<file path="config.mk">
export PLATFORM = sky130hd
export DESIGN_NAME = cci_fifo
export DESIGN_NICKNAME = d
export VERILOG_FILES = /design/src/rtl/core/cci_fifo.sv
export SDC_FILE = /design/constraint.sdc
export NUM_CORES = 1
export LEC_CHECK = 0
export ABC_AREA = 1
export BUFFER_PORTS_ARGS = -buffer_cell sky130_fd_sc_hd__buf_2
export CORE_ASPECT_RATIO = 0.9
export CORE_MARGIN = 10
export CORE_UTILIZATION = 44
export CTS_BUF_LIST = sky130_fd_sc_hd__clkbuf_4
export DETAILED_ROUTE_END_ITERATION = 8
export GPL_ROUTABILITY_DRIVEN = 1
export GPL_TIMING_DRIVEN = 0
export PLACE_DENSITY = 0.61
export SETUP_SLACK_MARGIN = 0.5
export SYNTH_ARGS = -nofsm -noshare
export SYNTH_HDL_FRONTEND = slang
export SYNTH_SLANG_ARGS = --single-unit
</file>
<file path="constraint.sdc">
create_clock -name clk -period 2.1 [get_ports clk]
set_input_delay 0.21 -clock clk [delete_from_list [all_inputs] [get_ports clk]]
set_output_delay 0.21 -clock clk [all_outputs]
set_load 0.005 [all_outputs]
</file>
<file path="src/rtl/core/cci_fifo.sv">
// small register queue with full and empty flags
// no dependencies
module cci_fifo #(
  parameter int unsigned WIDTH = 8,
  parameter int unsigned DEPTH = 4
) (
  input  logic             clk,
  input  logic             rst_n,
  input  logic             push,
  input  logic [WIDTH-1:0] wdata,
  output logic             full,
  input  logic             pop,
  output logic [WIDTH-1:0] rdata,
  output logic             empty
);
  localparam int unsigned AW = (DEPTH > 1) ? $clog2(DEPTH) : 1;

  logic [WIDTH-1:0] mem_r [DEPTH];
  logic [AW-1:0] wp_r, wp_nxt, rp_r, rp_nxt;
  logic [AW:0] cnt_r, cnt_nxt;
  logic do_push, do_pop;

  assign full = (cnt_r == (AW+1)'(DEPTH));
  assign empty = (cnt_r == '0);
  assign do_push = push & ~full;
  assign do_pop = pop & ~empty;
  assign rdata = mem_r[rp_r];

  always_comb begin
    wp_nxt = wp_r;
    rp_nxt = rp_r;
    cnt_nxt = cnt_r;
    if (do_push) begin
      wp_nxt = (wp_r == AW'(DEPTH - 1)) ? '0 : wp_r + 1'b1;
    end
    if (do_pop) begin
      rp_nxt = (rp_r == AW'(DEPTH - 1)) ? '0 : rp_r + 1'b1;
    end
    if (do_push && !do_pop) begin
      cnt_nxt = cnt_r + 1'b1;
    end else if (do_pop && !do_push) begin
      cnt_nxt = cnt_r - 1'b1;
    end
  end

  always_ff @(posedge clk) begin
    if (!rst_n) begin
      wp_r <= '0;
      rp_r <= '0;
      cnt_r <= '0;
    end else begin
      wp_r <= wp_nxt;
      rp_r <= rp_nxt;
      cnt_r <= cnt_nxt;
    end
  end

  always_ff @(posedge clk) begin
    if (do_push) begin
      mem_r[wp_r] <= wdata;
    end
  end
endmodule

</file>
Yosys cells after proc, flatten, opt, wreduce, memory -nomap -nowiden
Memory sizes are Yosys's and may differ from the RTL's. A register that Yosys moved wholly into a read port is not among the register bits.
Index checks and enable logic that the tools add are counted.
- register bits: 7
- bits in writable memories: 32
- memories: 1
- add/sub/neg operators: 4
- bitwise logic cells: 4
- eq/ne operators: 3
- muxes and demuxes: 8
- reductions and logical operators: 6
- memories (memory ; words ; width ; read ports ; clocked after Yosys merged registers in ; wr ports ; line ; source):
    mem_r ; 4 ; 8 ; 1 ; 1 ; 1 ; 18 ; logic [WIDTH-1:0] mem_r [DEPTH];
- operators with widths (operator ; number):
    $mux 2 ; 4
    $mux 3 ; 2
    $add 2x1->2 const B ; 2
    $eq 2x2->1 const B ; 2
    $add 3x1->3 const B ; 1
    $eq 3x3->1 const B ; 1
    $logic_not 3->1 ; 1
    $sub 3x1->3 const B ; 1
    $and 1x1->1 ; 2
    $logic_and 1x1->1 ; 2
    $logic_not 1->1 ; 2
    $mux 1 ; 2
    $not 1->1 ; 2
    $reduce_bool 2->1 ; 1

Depth between registers and ports, before layout
- depth after elaboration: 7
- gate-level depth with buffers: 13
- depth with buffers taken out: 13

Worst setup path after synthesis
No wires, ideal clock.
- kind: flip-flop to flip-flop
- start point: register cnt_r[1]
- end point: register cnt_r[1]
- clock period less this slack: 1.690 ns
- setup slack: 0.410 ns
- stages on the path, launching flop included: 10
- library setup time: 0.116 ns
- required time: 1.984 ns
- arrival time: 1.574 ns
- path through: dfxtp_1 > nor2_1 > nand2_1 > nand2_2 > inv_1 > ha_1 > inv_1 > fa_1 > o21ai_0 > nor2_1
- RTL lines (what ; line ; source):
    from (decl) ; 20 ; logic [AW:0] cnt_r, cnt_nxt;
    from (signal assigned) ; 54 ; cnt_r <= cnt_nxt;
    $eq 3x3->1 ; 23 ; assign full = (cnt_r == (AW+1)'(DEPTH));
    $not 1->1 ; 25 ; assign do_push = push & ~full;
    $and 1x1->1 ; 25 ;
    via do_push ; 21 ; logic do_push, do_pop;
    $logic_and 1x1->1 ; 39 ; if (do_push && !do_pop) begin
    $mux 3 ; 39 ;
    via cnt_nxt[1] ; 20 ;
The timed path passes the listed nets, and every way through them passes these cells. The select of a mux whose other input is x is not followed.
A chain may end at the register's enable or synchronous reset.

Worst setup path in the final report
Ends and elaborated chain as after synthesis.

==> results <==
- Summed over all instances, the cell type with the most area after synthesis is sky130_fd_sc_hd__edfxtp_1.
- The number of endpoints with negative hold slack in the final report is 0.
- The count of buffers from port buffering is 21.
- The pin count of the biggest net entering global routing is 14.
- For this configuration, the core starts out at a cell density of 0.457.
- The final period demand of the worst path is 1.63 ns.
- The net count after synthesis is around 170.
- The async set-or-reset flop fraction in the synthesized netlist is 0.
- For this block, the initial DRC count from the detailed router was 115.
- Clock-pin slew was measured on the worst setup and hold paths at 0.12 ns.
- In the final layout, the share of cells above drive strength 1 is 0.387.
- The CTS tree is done.
- The share of synthesized area in the top cell type comes to 0.568.
- Sorting the synthesized cells by area gives the leading types as sky130_fd_sc_hd__edfxtp_1 57%, sky130_fd_sc_hd__dfxtp_1 11%, sky130_fd_sc_hd__nor2_1 7.3%, sky130_fd_sc_hd__ha_1 4.4%, sky130_fd_sc_hd__o21ai_0 4.1%.
- Together, buffers and inverters on the worst path number 2.
- The relative slew slack is 0.666.
- The sum of negative setup slack is 0 ns.
- The most common cell in the synthesized netlist is sky130_fd_sc_hd__nor2_1.
- The total die area is 6730 µm².
- The count of standard-cell rows is 21.
- Data on the critical path is required at its endpoint by around 2.4 ns.
- The arrival time of the worst setup path is 1.90 ns.
- The most used flip-flop cell after synthesis is sky130_fd_sc_hd__edfxtp_1.
- The remaining antenna violation count after routing is 0.
- The leakage component of the power is 0.864 nW.
- The final max-slew violation count came to 0.
- The final setup violation count is 0.
- The number of flops mapped to enable cells by yosys is 32.
- The cell area that synthesis handed to floorplanning was 1690 µm².
- The number of filler instances in the final layout is 320.
- Walking the worst path, the cells encountered are nor2_4, nand2_2, nand2_4, inv_2, ha_4, inv_4, fa_2, o21ai_2, nor2_1.
- In the global route stage, overall resource usage came out at 0.107.
- The kind of capture point of the worst setup path is a flip-flop.
- The path class of the lowest-slack min-delay path is in2reg.
- The number of nets in the final layout is 209.
- Along the worst path, the maximum fanout reaches 4.
- The leftover overflow at the end of global routing is 0.
- Ranked by instance count, the synthesized netlist is headed by 33 x sky130_fd_sc_hd__nor2_1, 32 x sky130_fd_sc_hd__edfxtp_1, 18 x sky130_fd_sc_hd__inv_1.
- The number of detailed-route iterations in the first pass is 5.
- Setup repair after global routing could not meet its margin everywhere.
- The run finished with clean final reports.
- The initial antenna violation count is 0.
- After detailed placement, the total cell area comes to 1870 µm².
- The detailed-route vias per instance is 5.06.
- For the pin with the worst max-slew slack, the measured transition is approximately 0.5 ns.
- Clock tree synthesis selected as its root buffer the cell sky130_fd_sc_hd__clkbuf_4.
- The cell area after layout is 2140 µm².
- The clock net sink count is 41.
- STA classifies the critical path startpoint as a flip-flop.
- The via count of the first global-routing pass is 1202.
- On the worst path, the slowest cell contributes a delay of 0.43 ns.
- The instance count of the mapped netlist is 148.
- The areal power density over the cells is about 1200 nW/µm².
- The setup path with the least slack is of type reg2reg.
- The global placer's final weighted congestion is slightly above 0.7.
- The synthesized design contains 41 register bits.
- VDD sags by at most around 0.66 mV.
- The total number of H-tree levels is 2.
- The sequential element share of the synthesized area is 0.674.
- The clock reaches the later pin of the worst-skew pair after 0.35 ns.
- The antenna cell count is 0.
- The chip height is 78.8 µm.
- For this run, the top clock speed supported by timing is a little over 600 MHz.
- The horizontal die dimension is 85.4 µm.
- The count of yosys warnings during synthesis is 0.
- Compared with the post-synthesis result, the final layout area differs by 26.2%.
- The clock tree buffer depth is 2.
- In this run the count of I/O pins placed on the die edge is 22.
- For this block, the routed nets add up to 3630 µm of wire.
- Power comes to 0.00261 W.
- Averaged over all synthesized cells, the footprint is 11.4 µm².
- After floorplanning, the core was sized to cover 3700 µm².
- The worst-path cell with the longest stage delay is sky130_fd_sc_hd__fa_2.
- The final worst-path cycle share is 0.778.
- The via count is 1200.
- The number of distinct library cells after synthesis is 18.
- The clock arrives with 0.00196 ns of skew.
- The remaining design rule violation count is 0.
- In this run, CTS created clock tree buffers numbering 5.
- The wire length of the first global-routing pass is 5680 µm.
- The HPWL after detailed placement is 2290 µm.
- In the final routed layout, each cell accounts on average for about 15 µm.
- The max-capacitance violation count is 0.
- The cell type group with the largest total delay on the critical path is adder cells.
[logic make-up after synthesis]
kind of cell,after synthesis,share of synthesized area
AND/OR/NAND/NOR,51,0.119
flip-flops,41,0.674
AO/OA/AOI/OAI,28,0.0953
adder cells (fa/ha/maj),7,0.0562
buffers and inverters,21,0.0554
[path summary, 6_finish.rpt]
check	end	cells after the start	slack, ns	startpoint
min reg2reg	flip-flop	4	0.54	rp_r[1]$_SDFFE_PN0P_
max	cnt_r[1]$_SDFFE_PN0P_	9	0.47	cnt_r[1]$_SDFFE_PN0P_
min	mem_r[3][4]$_DFFE_PP_	1	0.07	wdata[4]
max reg2reg	cnt_r[1]$_SDFFE_PN0P_	9	0.47	cnt_r[1]$_SDFFE_PN0P_
[layout by cell type (no fill, tap or decap), drive strengths merged]
master and n:
nand3b 1, nand4 1, clkinvlp 2, fa 1, inv 18, o21ai 18, dfxtp 9, nand3 1
clkbuf 6, ha 6, o22ai 8, a21oi 2, clkinv 2, buf 36, nand2 15, nor2 33
edfxtp 32
[routing by layer]
metal	vias to the layer above	track usage	share of wire
met1	581	0.120	0.41
li1	588	-	-
met2	25	0.174	0.51
met4	0	0.0576	0.015
met3	6	0.0367	0.059
met5	-	0	0
[repair_timing]
item / CTS / global route
pin swaps: 7 / 14
gates resized for setup: 16 / 17
hold buffers: 0 / 0
endpoints found under the setup margin: 34 / 34
setup buffers: 7 / 6
cloned: 0 / 1
[sequential cells by signal (all words and copies together) (netlist names), named ones only]
name and count:
rp_r 2, mem_r 32, wp_r 2, cnt_r 3
[through the flow]
| stage | instances | setup slack (ns) | hold slack (ns) | util |
|---|---|---|---|---|
| 5_1_grt | 237 | 0.388 | 0.0461 | 0.576 |
| 2_1_floorplan | 148 | 0.488 | 0.309 | - |
| 3_5_place_dp | 215 | 0.352 | 0.431 | 0.505 |
| 3_3_place_gp | 215 | 0.402 | 0.425 | 0.505 |
| 6_report | 237 | 0.466 | 0.0679 | 0.576 |
| 4_1_cts | 230 | 0.468 | 0.0537 | 0.546 |
[power by group]
part,switching (W),leakage [nW],total (W),internal [W]
combinational,0.000582,0.464,0.00111,0.000528
clock,0.000257,0.0310,0.000383,0.000126
sequential,0.0000923,0.370,0.00112,0.00102
total,0.000931,0.864,0.00261,0.00168
[cell type report]
cell class / count / area [µm²] / area share
plain buffers: 2 / 30.0 / 0.0141
clock buffers: 5 / 37.5 / 0.0176
clock inverters: 3 / 17.5 / 0.00820
inverters: 19 / 85.1 / 0.0398
multi-input cells: 86 / 523 / 0.245
flip-flops and latches: 41 / 1150 / 0.540
well taps: 46 / 57.6 / 0.0269
repair buffers: 35 / 231 / 0.108
Note: power is estimated with default switching activity, not from simulation.
